==> config.mk <==
export PLATFORM = sky130hd
export DESIGN_NAME = i2c_master_byte_transactions_core
export DESIGN_NICKNAME = d
export VERILOG_FILES = /design/src/hdl/i2cmbt_pkg.sv /design/src/hdl/i2c_master_byte_transactions_core.sv /design/src/hdl/i2cmbt_sequencer.sv
export SDC_FILE = /design/constraint.sdc
export NUM_CORES = 1
export LEC_CHECK = 0
export ABC_AREA = 1
export BUFFER_PORTS_ARGS = -buffer_cell sky130_fd_sc_hd__buf_2
export CELL_PAD_IN_SITES_DETAIL_PLACEMENT = 1
export CELL_PAD_IN_SITES_GLOBAL_PLACEMENT = 2
export CORE_MARGIN = 2
export CORE_UTILIZATION = 36
export DETAILED_ROUTE_END_ITERATION = 10
export PLACE_DENSITY_LB_ADDON = 0.2
export SETUP_SLACK_MARGIN = 0.02
export SLEW_MARGIN = 20
export SYNTH_ARGS = -nofsm -noshare
export SYNTH_HDL_FRONTEND = slang
export SYNTH_HIERARCHICAL = 1
export SYNTH_SLANG_ARGS = --single-unit
==> constraint.sdc <==
create_clock -name clock -period 5.89 [get_ports clock]
set_input_delay 0.8835 -clock clock [delete_from_list [all_inputs] [get_ports clock]]
set_output_delay 0.8835 -clock clock [all_outputs]
set_load 0.05 [all_outputs]
==> src/hdl/i2cmbt_pkg.sv <==
// Shared types and constants for the I2C byte-transaction master.
// Used by i2cmbt_sequencer and i2c_master_byte_transactions_core; no dependencies.
package i2cmbt_pkg;

   // Command codes carried by an input item.
   localparam logic [1:0] ACT_TICK     = 2'd0;
   localparam logic [1:0] ACT_WRITE    = 2'd1;
   localparam logic [1:0] ACT_READ_ONE = 2'd2;
   localparam logic [1:0] ACT_READ_TWO = 2'd3;

   // Configuration register indexes.
   localparam logic CSR_DEVICE_ADDRESS = 1'b0;
   localparam logic CSR_ACK_POLL_LIMIT = 1'b1;

   // Reset value of the ACK poll limit.
   localparam logic [7:0] ACK_POLL_LIMIT_RESET = 8'd100;

   // Sequencer phases.
   typedef enum logic [3:0] {
      PH_IDLE,
      PH_START,
      PH_WB_PRE,
      PH_WB_BIT,
      PH_RS_HIGH,
      PH_RS_POLL,
      PH_RS_LOW,
      PH_RB_PRE,
      PH_RB_BIT,
      PH_MACK,
      PH_STOP
   } phase_type;

   // Configuration values seen by the sequencer.
   typedef struct packed {
      logic [6:0] device_address;
      logic [7:0] ack_poll_limit;
   } cfg_type;

   // Result of one tick.
   typedef struct packed {
      logic        scl_level;
      logic        sda_level;
      logic        busy_res;
      logic        done_res;
      logic        success;
      logic [15:0] read_value;
   } result_type;

endpackage

==> src/hdl/i2c_master_byte_transactions_core.sv <==
// Top level of the I2C byte-transaction master: configuration registers,
// input handshake and result register. Depends on i2cmbt_pkg and i2cmbt_sequencer.

// Each input item is one bus timing tick and produces exactly one result item,
// presented on the rsp_ channel the cycle after the item is accepted. The block
// takes one item per clock; the only thing that slows it is the single result
// register, which must be emptied (or emptied in the same cycle) before the next
// item is taken. A command given while a transaction runs is ignored. Results
// carry the SCL and SDA levels for that tick; read_value and success are only
// meaningful on the tick with done_res set. Configuration is written through csr_write_en,
// csr_index and csr_wdata; the user must do so while no transaction is in progress; the block does not enforce it.
module i2c_master_byte_transactions_core (
   input  logic        clock,
   input  logic        reset,
   // Configuration port
   input  logic        csr_write_en,
   input  logic        csr_index,
   input  logic [7:0]  csr_wdata,
   // Input items
   input  logic        req_valid,
   output logic        req_ready,
   input  logic [1:0]  req_action,
   input  logic [7:0]  req_write_value,
   input  logic        req_sda_in,
   // Result items
   output logic        rsp_valid,
   input  logic        rsp_ready,
   output logic        rsp_scl_level,
   output logic        rsp_sda_level,
   output logic        rsp_busy_res,
   output logic        rsp_done_res,
   output logic        rsp_success,
   output logic [15:0] rsp_read_value
);

   i2cmbt_pkg::cfg_type    cfg_ff;
   i2cmbt_pkg::result_type result;
   i2cmbt_pkg::result_type rsp_data_ff;
   logic                   rsp_valid_ff, rsp_valid_in;
   logic                   accept;

   // Configuration registers.
   always_ff @(posedge clock) begin
      if (reset) begin
         cfg_ff.device_address <= '0;
         cfg_ff.ack_poll_limit <= i2cmbt_pkg::ACK_POLL_LIMIT_RESET;
      end else if (csr_write_en) begin
         unique case (csr_index)
            i2cmbt_pkg::CSR_DEVICE_ADDRESS: cfg_ff.device_address <= csr_wdata[6:0];
            i2cmbt_pkg::CSR_ACK_POLL_LIMIT: cfg_ff.ack_poll_limit <= csr_wdata;
            default: ;
         endcase
      end
   end

   // An item is taken whenever the result register is free or being drained.
   assign req_ready = !rsp_valid_ff || rsp_ready;
   assign accept    = req_valid && req_ready;

   i2cmbt_sequencer u_sequencer (
      .clock       (clock),
      .reset       (reset),
      .step        (accept),
      .cfg         (cfg_ff),
      .action      (req_action),
      .write_value (req_write_value),
      .sda_in      (req_sda_in),
      .result      (result)
   );

   // Result register.
   assign rsp_valid_in = accept || (rsp_valid_ff && !rsp_ready);

   always_ff @(posedge clock) begin
      if (reset) begin
         rsp_valid_ff <= 1'b0;
      end else begin
         rsp_valid_ff <= rsp_valid_in;
      end
   end

   always_ff @(posedge clock) begin
      if (accept) begin
         rsp_data_ff <= result;
      end
   end

   assign rsp_valid      = rsp_valid_ff;
   assign rsp_scl_level  = rsp_data_ff.scl_level;
   assign rsp_sda_level  = rsp_data_ff.sda_level;
   assign rsp_busy_res   = rsp_data_ff.busy_res;
   assign rsp_done_res   = rsp_data_ff.done_res;
   assign rsp_success    = rsp_data_ff.success;
   assign rsp_read_value = rsp_data_ff.read_value;

   // The completing tick always belongs to a running transaction.
   a_done_busy: assert property (@(posedge clock) disable iff (reset)
      rsp_valid_ff && rsp_data_ff.done_res |-> rsp_data_ff.busy_res)
      else $error("done reported outside a transaction");

   // Status and read data stay clear except on the completing tick.
   a_status_with_done: assert property (@(posedge clock) disable iff (reset)
      rsp_valid_ff && !rsp_data_ff.done_res |->
         !rsp_data_ff.success && (rsp_data_ff.read_value == 16'd0))
      else $error("success or read data reported without done");

   // An idle tick leaves both bus lines released.
   a_idle_released: assert property (@(posedge clock) disable iff (reset)
      rsp_valid_ff && !rsp_data_ff.busy_res |->
         rsp_data_ff.scl_level && rsp_data_ff.sda_level)
      else $error("bus driven while idle");

endmodule

==> src/hdl/i2cmbt_sequencer.sv <==
// Tick sequencer of the I2C byte-transaction master: transaction state and
// the bus levels and status of the current tick. Depends on i2cmbt_pkg.
module i2cmbt_sequencer (
   input  logic                   clock,
   input  logic                   reset,
   input  logic                   step,
   input  i2cmbt_pkg::cfg_type    cfg,
   input  logic [1:0]             action,
   input  logic [7:0]             write_value,
   input  logic                   sda_in,
   output i2cmbt_pkg::result_type result
);

   i2cmbt_pkg::phase_type phase_ff, phase_in;
   logic [1:0]  operation_ff, operation_in;
   logic [3:0]  bit_count_ff, bit_count_in;
   logic [1:0]  sub_tick_ff, sub_tick_in;
   logic [7:0]  poll_count_ff, poll_count_in;
   logic [7:0]  shift_byte_ff, shift_byte_in;
   logic [15:0] received_word_ff, received_word_in;
   logic        address_acked_ff, address_acked_in;
   logic        byte_index_ff, byte_index_in;
   logic        two_bytes;

   // State registers advance once per accepted item.
   always_ff @(posedge clock) begin
      if (reset) begin
         phase_ff         <= i2cmbt_pkg::PH_IDLE;
         operation_ff     <= i2cmbt_pkg::ACT_TICK;
         bit_count_ff     <= '0;
         sub_tick_ff      <= '0;
         poll_count_ff    <= '0;
         shift_byte_ff    <= '0;
         received_word_ff <= '0;
         address_acked_ff <= 1'b0;
         byte_index_ff    <= 1'b0;
      end else if (step) begin
         phase_ff         <= phase_in;
         operation_ff     <= operation_in;
         bit_count_ff     <= bit_count_in;
         sub_tick_ff      <= sub_tick_in;
         poll_count_ff    <= poll_count_in;
         shift_byte_ff    <= shift_byte_in;
         received_word_ff <= received_word_in;
         address_acked_ff <= address_acked_in;
         byte_index_ff    <= byte_index_in;
      end
   end

   assign two_bytes = (operation_ff == i2cmbt_pkg::ACT_READ_TWO);

   // Next state and tick outputs. A command taken in idle starts the first
   // start-condition tick in the same item.
   always_comb begin
      phase_in         = phase_ff;
      operation_in     = operation_ff;
      bit_count_in     = bit_count_ff;
      sub_tick_in      = sub_tick_ff;
      poll_count_in    = poll_count_ff;
      shift_byte_in    = shift_byte_ff;
      received_word_in = received_word_ff;
      address_acked_in = address_acked_ff;
      byte_index_in    = byte_index_ff;

      result            = '0;
      result.scl_level  = 1'b1;
      result.sda_level  = 1'b1;
      result.busy_res   = 1'b1;

      // Launch of a new transaction.
      if (phase_ff == i2cmbt_pkg::PH_IDLE) begin
         if (action != i2cmbt_pkg::ACT_TICK) begin
            operation_in     = action;
            received_word_in = (action == i2cmbt_pkg::ACT_WRITE) ?
                               {8'd0, write_value} : 16'd0;
            shift_byte_in    = {cfg.device_address, action != i2cmbt_pkg::ACT_WRITE};
            address_acked_in = 1'b0;
            byte_index_in    = 1'b0;
            phase_in         = i2cmbt_pkg::PH_START;
            sub_tick_in      = '0;
            bit_count_in     = '0;
            poll_count_in    = '0;
         end else begin
            result.busy_res = 1'b0;
         end
      end

      unique case (phase_in)
         i2cmbt_pkg::PH_IDLE: begin
            result.scl_level = 1'b1;
            result.sda_level = 1'b1;
         end
         i2cmbt_pkg::PH_START: begin
            result.scl_level = (sub_tick_in != 2'd3);
            result.sda_level = (sub_tick_in < 2'd2);
            if (sub_tick_in == 2'd3) begin
               phase_in      = i2cmbt_pkg::PH_WB_PRE;
               sub_tick_in   = '0;
               bit_count_in  = '0;
               poll_count_in = '0;
            end else begin
               sub_tick_in = sub_tick_in + 2'd1;
            end
         end
         i2cmbt_pkg::PH_WB_PRE: begin
            // SDA stays low after start, or released after the address ACK.
            result.scl_level = 1'b0;
            result.sda_level = byte_index_in;
            phase_in         = i2cmbt_pkg::PH_WB_BIT;
            sub_tick_in      = '0;
            bit_count_in     = '0;
            poll_count_in    = '0;
         end
         i2cmbt_pkg::PH_WB_BIT: begin
            result.scl_level = (sub_tick_in == 2'd1) || (sub_tick_in == 2'd2);
            result.sda_level = shift_byte_in[7];
            if (sub_tick_in == 2'd3) begin
               shift_byte_in = {shift_byte_in[6:0], 1'b0};
               sub_tick_in   = '0;
               bit_count_in  = bit_count_in + 4'd1;
               if (bit_count_in >= 4'd8) begin
                  phase_in      = i2cmbt_pkg::PH_RS_HIGH;
                  bit_count_in  = '0;
                  poll_count_in = '0;
               end
            end else begin
               sub_tick_in = sub_tick_in + 2'd1;
            end
         end
         i2cmbt_pkg::PH_RS_HIGH: begin
            phase_in      = (cfg.ack_poll_limit == 8'd0) ?
                            i2cmbt_pkg::PH_RS_LOW : i2cmbt_pkg::PH_RS_POLL;
            sub_tick_in   = '0;
            bit_count_in  = '0;
            poll_count_in = '0;
         end
         i2cmbt_pkg::PH_RS_POLL: begin
            // Poll for ACK until the device pulls SDA low or the limit runs out.
            if (!sda_in) begin
               if (!byte_index_in) begin
                  address_acked_in = 1'b1;
               end
               phase_in      = i2cmbt_pkg::PH_RS_LOW;
               sub_tick_in   = '0;
               bit_count_in  = '0;
               poll_count_in = '0;
            end else begin
               poll_count_in = poll_count_in + 8'd1;
               if (poll_count_in >= cfg.ack_poll_limit) begin
                  phase_in      = i2cmbt_pkg::PH_RS_LOW;
                  sub_tick_in   = '0;
                  bit_count_in  = '0;
                  poll_count_in = '0;
               end
            end
         end
         i2cmbt_pkg::PH_RS_LOW: begin
            result.scl_level = 1'b0;
            if (!byte_index_in && address_acked_in) begin
               if (operation_in == i2cmbt_pkg::ACT_WRITE) begin
                  byte_index_in = 1'b1;
                  shift_byte_in = received_word_in[7:0];
                  phase_in      = i2cmbt_pkg::PH_WB_PRE;
               end else begin
                  phase_in = i2cmbt_pkg::PH_RB_PRE;
               end
            end else begin
               phase_in = i2cmbt_pkg::PH_STOP;
            end
            sub_tick_in   = '0;
            bit_count_in  = '0;
            poll_count_in = '0;
         end
         i2cmbt_pkg::PH_RB_PRE: begin
            result.scl_level = 1'b0;
            phase_in         = i2cmbt_pkg::PH_RB_BIT;
            sub_tick_in      = '0;
            bit_count_in     = '0;
            poll_count_in    = '0;
         end
         i2cmbt_pkg::PH_RB_BIT: begin
            // The data bit is sampled on the second high tick.
            result.scl_level = (sub_tick_in < 2'd2);
            if (sub_tick_in == 2'd1) begin
               received_word_in = {received_word_in[14:0], sda_in};
            end
            if (sub_tick_in == 2'd2) begin
               sub_tick_in  = '0;
               bit_count_in = bit_count_in + 4'd1;
               if (bit_count_in >= 4'd8) begin
                  phase_in      = i2cmbt_pkg::PH_MACK;
                  bit_count_in  = '0;
                  poll_count_in = '0;
               end
            end else begin
               sub_tick_in = sub_tick_in + 2'd1;
            end
         end
         i2cmbt_pkg::PH_MACK: begin
            // ACK after the first byte of a two-byte read, NACK otherwise.
            result.scl_level = (sub_tick_in == 2'd2);
            result.sda_level = (sub_tick_in == 2'd0) || !(two_bytes && !byte_index_in);
            if (sub_tick_in == 2'd3) begin
               if (two_bytes && !byte_index_in) begin
                  byte_index_in = 1'b1;
                  phase_in      = i2cmbt_pkg::PH_RB_PRE;
               end else begin
                  phase_in = i2cmbt_pkg::PH_STOP;
               end
               sub_tick_in   = '0;
               bit_count_in  = '0;
               poll_count_in = '0;
            end else begin
               sub_tick_in = sub_tick_in + 2'd1;
            end
         end
         i2cmbt_pkg::PH_STOP: begin
            result.scl_level = (sub_tick_in != 2'd0);
            result.sda_level = (sub_tick_in == 2'd2);
            if (sub_tick_in == 2'd2) begin
               result.done_res   = 1'b1;
               result.success    = address_acked_in;
               result.read_value = (operation_in == i2cmbt_pkg::ACT_WRITE) ?
                                   16'd0 : received_word_in;
               phase_in      = i2cmbt_pkg::PH_IDLE;
               sub_tick_in   = '0;
               bit_count_in  = '0;
               poll_count_in = '0;
            end else begin
               sub_tick_in = sub_tick_in + 2'd1;
            end
         end
         default: begin
            phase_in        = i2cmbt_pkg::PH_IDLE;
            sub_tick_in     = '0;
            bit_count_in    = '0;
            poll_count_in   = '0;
            result.busy_res = 1'b0;
         end
      endcase
   end

endmodule

---- Word-level counts from Yosys, hierarchy flattened ----
Cells that the tools add are included.
Widths: inputs -> output; s select.
storage, ports and cells
  flip-flop bits (word level) ............. 83
operators by class
  equality and inequality tests ........... 18
  bitwise gates (word level) .............. 3
  reduce and logical (&&, ||, !) cells .... 27
  muxes and demuxes ....................... 74
  order comparisons ....................... 3
  add/sub/neg operators ................... 3
operators by type and width
  kind                 number
  $mux 8               15
  $mux 4               22
  $mux 16              5
  $pmux 8 s6           1
  $pmux 4 s11          1
  $pmux 4 s6           1
  $mux 18              1
  $mux 2               9
  $eq 4x3->1 const B   4
  $pmux 8 s2           1
  $mux 1               13
  $eq 4x4->1 const B   3
  $reduce_or 11->1     1
  $reduce_or 3->1      3
  $add 8x1->8 const B  1
  $eq 4x2->1 const B   2
  $ge 8x8->1           1
  $logic_not 4->1      2
  $logic_not 8->1      1
  $pmux 2 s4           1
  $eq 2x1->1 const B   3
  $eq 2x2->1 const B   3
  $pmux 1 s6           1
  $reduce_and 2->1     3
  17 further kinds     30

---- Longest topological paths before layout ----
Gate-level depths: netlist (run 1).
  depth after elaboration ................. 8
  gate-level depth with buffers ........... 23

---- By module ----
The synthesis (run 1) kept the hierarchy.
by module, submodules not included
  module                             instances  sequential area each (um^2)  cells an instance  area an instance (um^2)
  i2cmbt_sequencer                   1          920.9                        626                3,771.1
  i2c_master_byte_transactions_core  1          950.9                        109                1,267.5

---- Worst setup path after synthesis (run 1) ----
OpenSTA, ideal clock, no wires.
  kind .................................... in2reg
  from .................................... input port req_action[1]
  to ...................................... register u_sequencer.bit_count_ff[0]
  stages on the path ...................... 20
  slack ................................... 2,424 ps
  arrival ................................. 3,334 ps
  library setup time ...................... 132 ps
  buffers on the path ..................... 2
  cells stage by stage .................... inv_1 > nand2_1 > nand3_4 > buf_6 > buf_4 > nand2_1 > inv_1 > ha_1 > nand3_1 > nor2_1 > nand3_1 > and2_1 > ha_1 > nand2_1 > nor2_1 > nand4_1 > nand4_1 > nand4_1 > o21ai_0 > a21oi_1
on the way
  longest elaborated chain between the ends .. 8
  elaborated cells between the ends (all ways) .. 31
  classes of those cells .................. add/sub (2); order compare (2); eq/ne (8); mux (16); reduce/logical (3)
RTL lines
  what                                               RTL line                                                                   text
  start: declaration                                 i2c_master_byte_transactions_core.sv:22                                    input logic [1:0] req_action,
  $reduce_bool 2->1 *                                i2cmbt_sequencer.sv:72                                                     if (action != i2cmbt_pkg::ACT_TICK) begin
  $mux 8 / $mux 4 (equally long branches)            i2cmbt_sequencer.sv:72
  $mux 8 / $mux 4 (equally long branches)            i2cmbt_sequencer.sv:71                                                     if (phase_ff == i2cmbt_pkg::PH_IDLE) begin
  $add 8x1->8 / $add 4x1->4 (equally long branches)  i2cmbt_sequencer.sv:148, i2cmbt_sequencer.sv:120, i2cmbt_sequencer.sv:189
  $ge 8x8->1 / $ge 4x4->1 (equally long branches)    i2cmbt_sequencer.sv:149, i2cmbt_sequencer.sv:121, i2cmbt_sequencer.sv:190
  $mux 4, on equally long branches                   i2cmbt_sequencer.sv:149, i2cmbt_sequencer.sv:121, i2cmbt_sequencer.sv:190
  $mux 4, on equally long branches                   i2cmbt_sequencer.sv:139, i2cmbt_sequencer.sv:117, i2cmbt_sequencer.sv:187
  $pmux 4 s6 *                                       i2cmbt_sequencer.sv:88                                                     unique case (phase_in)
  end signal: assignment                             i2cmbt_sequencer.sv:40                                                     bit_count_ff <= bit_count_in;
  end: declaration                                   i2cmbt_sequencer.sv:16                                                     logic [3:0] bit_count_ff, bit_count_in;
Mark *: on every way between the ends. The rest lies on a longest branch, timed or not.
A chain may end at the register's enable or synchronous reset.

---- Worst setup path after layout (run 1) ----
  from .................................... input port req_action[1]
  to ...................................... register u_sequencer.bit_count_ff[1]
The elaborated chain is that of the path after synthesis.

==> results.sh, run 1 <==
export IMPL_status="finished clean"
export IMPL_dp_final_hpwl_um=11500
export IMPL_rsz0062_at_grt="false"
export IMPL_grt_overflow_total=0
export IMPL_cp_max_fo=35
export IMPL_place_congestion=0.863
export IMPL_vias=5025
export IMPL_arrival_ns=3.99
export IMPL_dpl_cell_area_mm2=0.00541
export IMPL_boundaryPins=48
export IMPL_worst_slack_ns=2.10
export IMPL_cts_sinks=83
export IMPL_final_common_cell="nand2_1"
export IMPL_cts_setup_buffers=0
export IMPL_vdd_drop_max_mv=0.139
export IMPL_power_switching_mw=0.427
export IMPL_cts_tree="yes"
export IMPL_synth_edff_count=21
export IMPL_power_switching_share=0.298
export IMPL_drtIter0Drc=360
export IMPL_hold_ws_ns=0.472
export IMPL_syn_inst=735
export IMPL_initial_core_util=0.366
export IMPL_die_h_um=122
export IMPL_post_route_min_period_ns=3.79
export IMPL_rr_worst_depth=20
export IMPL_via_per_inst=5.26
export IMPL_nets=811
export IMPL_p_total_mw=1.43
export IMPL_ys_types=43
export IMPL_grt_first_pass_wirelength_um=25800
export IMPL_drive_above_1_share=0.143
export IMPL_drv_cap=0
export IMPL_std_cell_rows=43
export IMPL_synth_top_area_frac=0.246
export IMPL_p_seq_frac=0.440
export IMPL_instances_no_fill=956
export IMPL_ant_nets=0
export IMPL_finalClockSkew_ns=0.0108
export IMPL_worstMarginPinSlew_ns=0.976
export IMPL_slew_viol_final=0
export IMPL_power_density_mw_per_mm2=251
export IMPL_first_global_vias=5001
export IMPL_yosysWarnings=6
export IMPL_clkPwrFrac=0.409
export IMPL_antenna_cells=0
export IMPL_yosysTopAreaCell="dfxtp_1"
export IMPL_async_reset_ff_frac=0
export IMPL_yosysSeqAreaShare=0.371
export IMPL_drt_total_wl_um=15900
export IMPL_yosys_most_used_dff="dfxtp_1"
export IMPL_numCtsBuffers=9
export IMPL_wl_per_cell_um=16.6
export IMPL_grt_max_degree=60
export IMPL_drt_pass1_iterations=4
export IMPL_h_tree_depth=3
export IMPL_criticalPathCategory="in -> reg"
export IMPL_cts_path_max_buffers=2
export IMPL_crit_path_start_kind="input port"
export IMPL_hold_depth=2
export IMPL_setup_violations=0
export IMPL_fp_dieW_um=122
export IMPL_finalInstanceArea_mm2=0.00571
export IMPL_p_int_mw=1.00
export IMPL_die_area_mm2=0.0150
export IMPL_final_cell_mix="nand2_1, inv_1, nor2_1, dfxtp_1, a21oi_1"
export IMPL_cts_root_buf="clkbuf_16"
export IMPL_synthToLayoutAreaGrowth_pct=13.3
export IMPL_core_mm2=0.0138
export IMPL_clk_latency_ns=0.35
export IMPL_pre_cts_ws_ns=1.72
export IMPL_cp_required_ns=6.09
export IMPL_portBuffers=47
export IMPL_fin_setup_tns_ns=0
export IMPL_combPwrFrac=0.151
export IMPL_holdBufCountCts=0
export IMPL_yosys_register_bits=83
export IMPL_fin_util=0.415
export IMPL_antenna_found_initial=0
export IMPL_slew_headroom=0.349
export IMPL_finalHoldViolCount=0
export IMPL_grt_usage=0.220
export IMPL_max_freq_ghz=0.264
export IMPL_dp_cells=940
export IMPL_syn_area_per_cell_um2=6.86
export IMPL_cts_clk_slew_worst_paths_ns=0.07
export IMPL_period_share=0.644
export IMPL_syn_area_mm2=0.00504
export IMPL_leakage_nw=2.70
export IMPL_hold_class="reg -> reg"
export IMPL_yosys_top_cells_area="dfxtp_1, edfxtp_1, nand2_1"
export IMPL_drcViolationCount=0
export IMPL_cp_end_kind="flip-flop"
export IMPL_post_cts_resize_count=0
export IMPL_syn_num_nets=775
[metal layers]
metal,global-route usage,vias to the layer above,wire length [um]
li1,-,2480,-
met1,0.294,2431,7540
met2,0.369,99,7540
met3,0.0321,15,615
met4,0.0647,0,164
met5,0,-,0
[layout make-up]
| type | count | area (um2) |
|---|---|---|
| flip-flops and latches | 83 | 1870 |
| inverters | 125 | 474 |
| clock inverters | 7 | 75.1 |
| well taps | 180 | 225 |
| multi-input cells | 504 | 2590 |
| repair buffers | 48 | 243 |
| clock buffers | 9 | 225 |
| fillers | 1769 | 8060 |
[cell families (layout without fill, tap and decap cells)]
| family | count (synthesis) | count (layout) | share of synthesized area |
|---|---|---|---|
| flip-flops | 83 | 83 | 0.371 |
| AO/OA/AOI/OAI | 154 | 154 | 0.175 |
| AND/OR/NAND/NOR | 330 | 330 | 0.291 |
| XOR/XNOR | 3 | 3 | 0.00522 |
| buffers and inverters | 148 | 189 | 0.116 |
| multiplexers | 2 | 2 | 0.00397 |
| adder cells (fa/ha/maj) | 15 | 15 | 0.0372 |
[path summary, 6_finish.rpt]
check | start | to | slack, ns
setup / recovery | req_action[1] | u_sequencer/bit_count_ff[1] | 2.10
hold / removal | u_sequencer/poll_count_ff[6] | u_sequencer/poll_count_ff[6] | 0.47
setup reg to reg | u_sequencer/phase_ff[0] | u_sequencer/bit_count_ff[1] | 2.24
hold reg to reg | u_sequencer/poll_count_ff[6] | u_sequencer/poll_count_ff[6] | 0.47
[synth_stat cells (all sizes together), types with 2 or more instances]
cell,instances
nand2,176
inv,124
nor2,88
dfxtp,62
o21ai,57
a21oi,56
nand3,45
edfxtp,21
ha,15
nand4,14
clkbuf,12
buf,11
o211ai,10
o22ai,10
o221ai,7
a221oi,4
a31oi,3
nor3,3
o2111ai,3
xor2,3
and2,2
mux2i,2
[worst max-delay path, cell delays in order]
cell	delay [ns]
buf_2	0.11
inv_1	0.09
nand2_1	0.11
nand3_4	0.39
nand2_1	0.14
inv_1	0.17
ha_1	0.21
nand3_1	0.12
nor2_1	0.14
nand3_1	0.10
and2_1	0.17
ha_1	0.26
nand2_1	0.06
nor2_1	0.16
nand4_1	0.12
nand4_1	0.23
nand4_1	0.21
nand2_1	0.12
nand2_1	0.06
nand2_1	0.06
a21oi_1	0.06
[sequential cells by signal, indices dropped and copies added, names as in the netlist, 2 cells and up]
| signal | cells |
|---|---|
| u_sequencer/phase_ff | 4 |
| rsp_read_value | 16 |
| u_sequencer/received_word_ff | 16 |
| cfg_ff | 15 |
| u_sequencer/operation_ff | 2 |
| u_sequencer/shift_byte_ff | 8 |
| u_sequencer/bit_count_ff | 4 |
| u_sequencer/poll_count_ff | 8 |
| u_sequencer/sub_tick_ff | 2 |
[power by group through the flow]
stage                     Clock (mW)  Sequential, mW  Combinational, mW
after floorplan                    0           0.666              0.129
after global placement             0           0.641              0.211
after detailed placement           0           0.643              0.217
after CTS                      0.602           0.630              0.218
after global routing           0.624           0.633              0.241
final                          0.585           0.630              0.215
Note: power is estimated with default switching activity, not from simulation.
==> run 2, diff against run 1 <==
--- a/config.mk
+++ b/config.mk
@@ -10,7 +10,7 @@
 export CELL_PAD_IN_SITES_DETAIL_PLACEMENT = 1
 export CELL_PAD_IN_SITES_GLOBAL_PLACEMENT = 2
 export CORE_MARGIN = 2
-export CORE_UTILIZATION = 36
+export CORE_UTILIZATION = 33
 export DETAILED_ROUTE_END_ITERATION = 10
 export PLACE_DENSITY_LB_ADDON = 0.2
 export SETUP_SLACK_MARGIN = 0.02
==> constraint.sdc (replaced) <==
create_clock -name clock -period 3.5 [get_ports clock]
set_input_delay 0.525 -clock clock [delete_from_list [all_inputs] [get_ports clock]]
set_output_delay 0.525 -clock clock [all_outputs]
set_load 0.05 [all_outputs]
==> run 2 against run 1 <==
  * Die area is 8.8% higher
  * Critical endpoint is now u_sequencer/bit_count_ff[0]
  * Clock-buffer cell count is 1 higher
  * Global-route usage is 2.2 points lower
  * Sequential power is 68% higher
  * Sequential share of layout area is 0.42 points lower
  * Register-to-register slack worse by 1.9 ns
  * First-iteration DRC count is 32% lower
  * Critical path type is now reg -> reg
  * Setup slack worse by 1.8 ns
==> results.sh, run 2 (synthesis results as in run 1) <==
export IMPL_leakage_nw=2.75
export IMPL_h_tree_depth=3
export IMPL_synthToLayoutAreaGrowth_pct=14.9
export IMPL_antenna_found_initial=0
export IMPL_setup_violations=0
export IMPL_core_mm2=0.0150
export IMPL_portBuffers=47
export IMPL_boundaryPins=48
export IMPL_cp_max_fo=9
export IMPL_vias=4995
export IMPL_slew_viol_final=0
export IMPL_combPwrFrac=0.157
export IMPL_cp_end_kind="flip-flop"
export IMPL_place_congestion=0.874
export IMPL_criticalPathCategory="reg -> reg"
export IMPL_final_cell_mix="nand2_1, inv_1, nor2_1, dfxtp_1, a21oi_1"
export IMPL_std_cell_rows=45
export IMPL_status="finished clean"
export IMPL_wl_per_cell_um=15.9
export IMPL_grt_overflow_total=0
export IMPL_clkPwrFrac=0.388
export IMPL_cts_clk_slew_worst_paths_ns=0.06
export IMPL_first_global_vias=5130
export IMPL_clk_latency_ns=0.34
export IMPL_cts_tree="yes"
export IMPL_grt_first_pass_wirelength_um=25800
export IMPL_holdBufCountCts=0
export IMPL_period_share=0.908
export IMPL_die_area_mm2=0.0163
export IMPL_ant_nets=0
export IMPL_rsz0062_at_grt="false"
export IMPL_pre_cts_ws_ns=0.0139
export IMPL_cts_sinks=83
export IMPL_crit_path_start_kind="flip-flop"
export IMPL_drcViolationCount=0
export IMPL_worstMarginPinSlew_ns=0.847
export IMPL_dp_final_hpwl_um=11500
export IMPL_drive_above_1_share=0.156
export IMPL_initial_core_util=0.335
export IMPL_p_seq_frac=0.455
export IMPL_power_density_mw_per_mm2=403
export IMPL_power_switching_mw=0.697
export IMPL_arrival_ns=3.40
export IMPL_hold_class="in -> reg"
export IMPL_fin_setup_tns_ns=0
export IMPL_drv_cap=0
export IMPL_drt_total_wl_um=15500
export IMPL_cts_setup_buffers=0
export IMPL_p_int_mw=1.63
export IMPL_slew_headroom=0.436
export IMPL_final_common_cell="nand2_1"
export IMPL_max_freq_ghz=0.315
export IMPL_finalClockSkew_ns=0.00460
export IMPL_die_h_um=128
export IMPL_via_per_inst=5.12
export IMPL_post_route_min_period_ns=3.18
export IMPL_finalHoldViolCount=0
export IMPL_antenna_cells=0
export IMPL_cts_path_max_buffers=2
export IMPL_cts_root_buf="clkbuf_16"
export IMPL_vdd_drop_max_mv=0.237
export IMPL_drtIter0Drc=244
export IMPL_cp_required_ns=3.72
export IMPL_grt_usage=0.198
export IMPL_power_switching_share=0.299
export IMPL_nets=823
export IMPL_drt_pass1_iterations=4
export IMPL_fp_dieW_um=128
export IMPL_numCtsBuffers=9
export IMPL_grt_max_degree=76
export IMPL_hold_ws_ns=0.405
export IMPL_worst_slack_ns=0.322
[run 2: worst paths after layout]
path | start | endpoint | cells after the start | slack, ns
worst max register to register | u_sequencer/phase_ff[0] | u_sequencer/bit_count_ff[0] | 18 | 0.32
worst max-delay path | u_sequencer/phase_ff[0] | u_sequencer/bit_count_ff[0] | 18 | 0.32
worst min-delay path | csr_wdata[5] | cfg_ff[5] | 3 | 0.41
worst min register to register | u_sequencer/sub_tick_ff[1] | u_sequencer/sub_tick_ff[1] | 2 | 0.47
[run 2: metal layers]
metal  wire [um]  GRT usage
met3         452     0.0339
met5           0          0
met2        7580      0.353
met1        7330      0.250
met4         167     0.0440
[run 2: through the flow]
stage	cell area, um2	power (mW)	util	instances
floorplan	5040	1.34	-	735
detailed placement	5510	1.45	0.366	960
global placement	5510	1.44	0.366	960
global route	5790	2.45	0.385	976
CTS	5790	2.37	0.385	976
finish	5790	2.33	0.385	976
[run 2: repair_timing]
action                                  4_1_cts  5_1_grt
hold endpoints to repair                      0        0
resized for setup                             0        1
endpoints found under the setup margin        0        2
[run 2: final cells by class]
cell class	instances	area, um2
well taps	188	235
clock buffers	10	239
fillers	1981	9250
flip-flops and latches	83	1870
repair buffers	60	333
multi-input cells	504	2590
clock inverters	6	38.8
inverters	125	474
[run 2: critical path, cell delays in order, from the launching register on]
cell and delay, ns:
dfxtp_1 0.37, nor2_2 0.25, nand3_4 0.17, nand2_1 0.13
inv_1 0.06, ha_1 0.22, nand3_1 0.12, nor2_1 0.07
nand2_1 0.06, nand2_1 0.06, and2_1 0.14, ha_1 0.27
nand2_1 0.07, nor2_1 0.16, nand4_1 0.13, nand4_1 0.24
nand4_1 0.22, o21ai_0 0.22, a21oi_1 0.09
[run 2: power groups by stage]
| stage | registers (mW) | logic [mW] | clock network [mW] |
|---|---|---|---|
| 3_5_place_dp | 1.08 | 0.368 | 0 |
| 4_1_cts | 1.06 | 0.370 | 0.936 |
| 5_1_grt | 1.07 | 0.411 | 0.974 |
| 3_3_place_gp | 1.08 | 0.359 | 0 |
| 6_report | 1.06 | 0.366 | 0.905 |
| 2_1_floorplan | 1.12 | 0.217 | 0 |
==> run 3, diff against run 2 <==
--- a/config.mk
+++ b/config.mk
@@ -9,6 +9,7 @@
 export BUFFER_PORTS_ARGS = -buffer_cell sky130_fd_sc_hd__buf_2
 export CELL_PAD_IN_SITES_DETAIL_PLACEMENT = 1
 export CELL_PAD_IN_SITES_GLOBAL_PLACEMENT = 2
+export CORE_ASPECT_RATIO = 0.6
 export CORE_MARGIN = 2
 export CORE_UTILIZATION = 33
 export DETAILED_ROUTE_END_ITERATION = 10
==> run 3 against run 2 <==
  * Clock power rose by 5.2%
  * Fmax is 1.7% higher
  * Combinational power up 1%
  * Sequential share of layout area down 0.14 points
  * Power rose by 2.2%
  * Flip-flop and latch count stayed put
  * Final area increased by 0.43%
  * First-iteration DRC count rose by 17%
  * Largest cell class unchanged
==> results.sh, run 3 (synthesis results as in run 1) <==
export IMPL_cts_tree="yes"
export IMPL_synthToLayoutAreaGrowth_pct=15.4
export IMPL_slew_viol_final=0
export IMPL_crit_family="simple AND/OR/NAND/NOR gates"
export IMPL_critPathMaxStageDelay_ns=0.46
export IMPL_nets=821
export IMPL_cts_clk_slew_worst_paths_ns=0.07
export IMPL_cp_end_kind="flip-flop"
export IMPL_rr_worst_depth=20
export IMPL_worstPathCellList="nor2_2, nand3_4, nand2_1, inv_1, ha_1, nand3_1, nor2_1, nand3_1, and2_1, ha_1, nand2_1, nor2_1, nand4_1, nand4_1, buf_4, nand2_1, nand2_1, nand3_1, nand2_1, a21oi_1"
export IMPL_cts_root_buf="clkbuf_16"
export IMPL_instances_no_fill=984
export IMPL_drv_cap=0
export IMPL_fp_dieW_um=164
export IMPL_grt_usage=0.212
export IMPL_boundaryPins=48
export IMPL_period_share=0.892
export IMPL_cp_slowest_cell="dfxtp_1"
export IMPL_vdd_drop_max_mv=0.172
export IMPL_finalClockSkew_ns=0.0136
export IMPL_dpl_cell_area_mm2=0.00551
export IMPL_min_to="cfg_ff[6]"
export IMPL_via_per_inst=5.15
export IMPL_power_switching_mw=0.747
export IMPL_final_cell_mix="nand2_1, inv_1, nor2_1, dfxtp_1, a21oi_1"
export IMPL_clkPwrFrac=0.400
export IMPL_slew_headroom=0.449
export IMPL_cp_buffers_inverters=2
export IMPL_reg2reg_from="u_sequencer/phase_ff[0]"
export IMPL_cp_max_fo=9
export IMPL_antenna_cells=0
export IMPL_std_cell_rows=34
export IMPL_holdBufCountCts=0
export IMPL_cpMostUsedCell="nand2_1"
export IMPL_crit_path_start_kind="flip-flop"
export IMPL_post_route_min_period_ns=3.12
export IMPL_criticalPathCategory="reg -> reg"
export IMPL_die_area_mm2=0.0163
export IMPL_worst_r2r_setup_slack_ns=0.38
export IMPL_max_freq_ghz=0.320
export IMPL_worstReg2RegEnd="u_sequencer/sub_tick_ff[1]"
export IMPL_combPwrFrac=0.156
export IMPL_wl_per_cell_um=16.7
export IMPL_drt_total_wl_um=16400
export IMPL_portBuffers=47
export IMPL_cts_sinks=83
export IMPL_vias=5069
export IMPL_dp_cells=967
export IMPL_p_seq_frac=0.445
export IMPL_hold_depth=3
export IMPL_dp_final_hpwl_um=12300
export IMPL_arrival_ns=3.35
export IMPL_drcViolationCount=0
export IMPL_drive_above_1_share=0.156
export IMPL_power_switching_share=0.313
export IMPL_setup_violations=0
export IMPL_h_tree_depth=3
export IMPL_rsz0062_at_grt="false"
export IMPL_power_density_mw_per_mm2=410
export IMPL_hold_class="in -> reg"
export IMPL_status="finished clean"
export IMPL_leakage_nw=2.76
export IMPL_core_mm2=0.0147
export IMPL_die_h_um=99.7
export IMPL_cts_path_max_buffers=2
export IMPL_clk_latency_ns=0.35
export IMPL_first_global_vias=4980
export IMPL_fin_util=0.395
export IMPL_drt_pass1_iterations=5
export IMPL_grt_overflow_total=0
export IMPL_cp_required_ns=3.73
export IMPL_numCtsBuffers=9
export IMPL_ant_nets=0
export IMPL_finalInstanceArea_mm2=0.00581
export IMPL_initial_core_util=0.342
export IMPL_drtIter0Drc=285
export IMPL_p_int_mw=1.64
export IMPL_grt_max_degree=76
export IMPL_final_common_cell="nand2_1"
export IMPL_place_congestion=0.886
export IMPL_finalHoldViolCount=0
export IMPL_nFillCells=1944
export IMPL_hp_start="csr_wdata[6]"
export IMPL_worstMarginPinSlew_ns=0.826
export IMPL_grt_first_pass_wirelength_um=26900
export IMPL_antenna_found_initial=0
run 3: what timing repair did:
action,CTS,global route
setup buffers,0,1
endpoints found under the setup margin,0,4
gates resized for setup,0,2
run 3: layout make-up:
class | count | area, um2 | area share
multi-input combinational | 504 | 2590 | 0.446
sequential | 83 | 1870 | 0.322
inverter | 125 | 474 | 0.0816
timing repair buffer | 58 | 330 | 0.0568
tap | 198 | 248 | 0.0426
clock buffer | 9 | 225 | 0.0387
clock inverter | 7 | 67.6 | 0.0116
run 3: power groups by stage:
stage	Sequential, mW	Clock, mW	Combinational (mW)
floorplan	1.12	0	0.217
global placement	1.08	0	0.361
detailed placement	1.08	0	0.369
CTS	1.06	0.989	0.372
global route	1.07	1.02	0.416
finish	1.06	0.952	0.371
run 3: worst min-delay path, stage by stage:
cell and delay [ns]:
buf_2 0.09, nand2_1 0.05, nand3_1 0.05
run 3: worst max-delay path by stage:
stage / from / endpoint / slack (ns) / depth (start not counted)
after global placement: req_action[1] / u_sequencer/bit_count_ff[1] / 0.21 / 21
after global routing: u_sequencer/phase_ff[0] / u_sequencer/poll_count_ff[2] / 0.13 / 21
final: u_sequencer/phase_ff[0] / u_sequencer/sub_tick_ff[1] / 0.38 / 20
after CTS: u_sequencer/phase_ff[2] / u_sequencer/bit_count_ff[0] / 0.18 / 17
after floorplan: req_action[1] / u_sequencer/bit_count_ff[0] / 0.39 / 20
after detailed placement: req_action[1] / u_sequencer/bit_count_ff[0] / -0.07 / 19
run 3: metal layers:
layer  up-vias  share of wire  GRT usage
met1      2452           0.56      0.335
met5         -              0          0
met3        13          0.043     0.0371
met4         0         0.0070     0.0398
li1       2497              -          -
met2       107           0.39      0.297
run 3: per-stage QoR:
stage	setup slack, ns	total power [mW]	hold slack, ns	TNS, ns
finish	0.376	2.38	0.406	0
global route	0.127	2.51	0.413	0
CTS	0.182	2.42	0.402	0
detailed placement	-0.0716	1.45	0.461	-0.115
global placement	0.207	1.44	0.455	0
floorplan	0.392	1.34	0.441	0
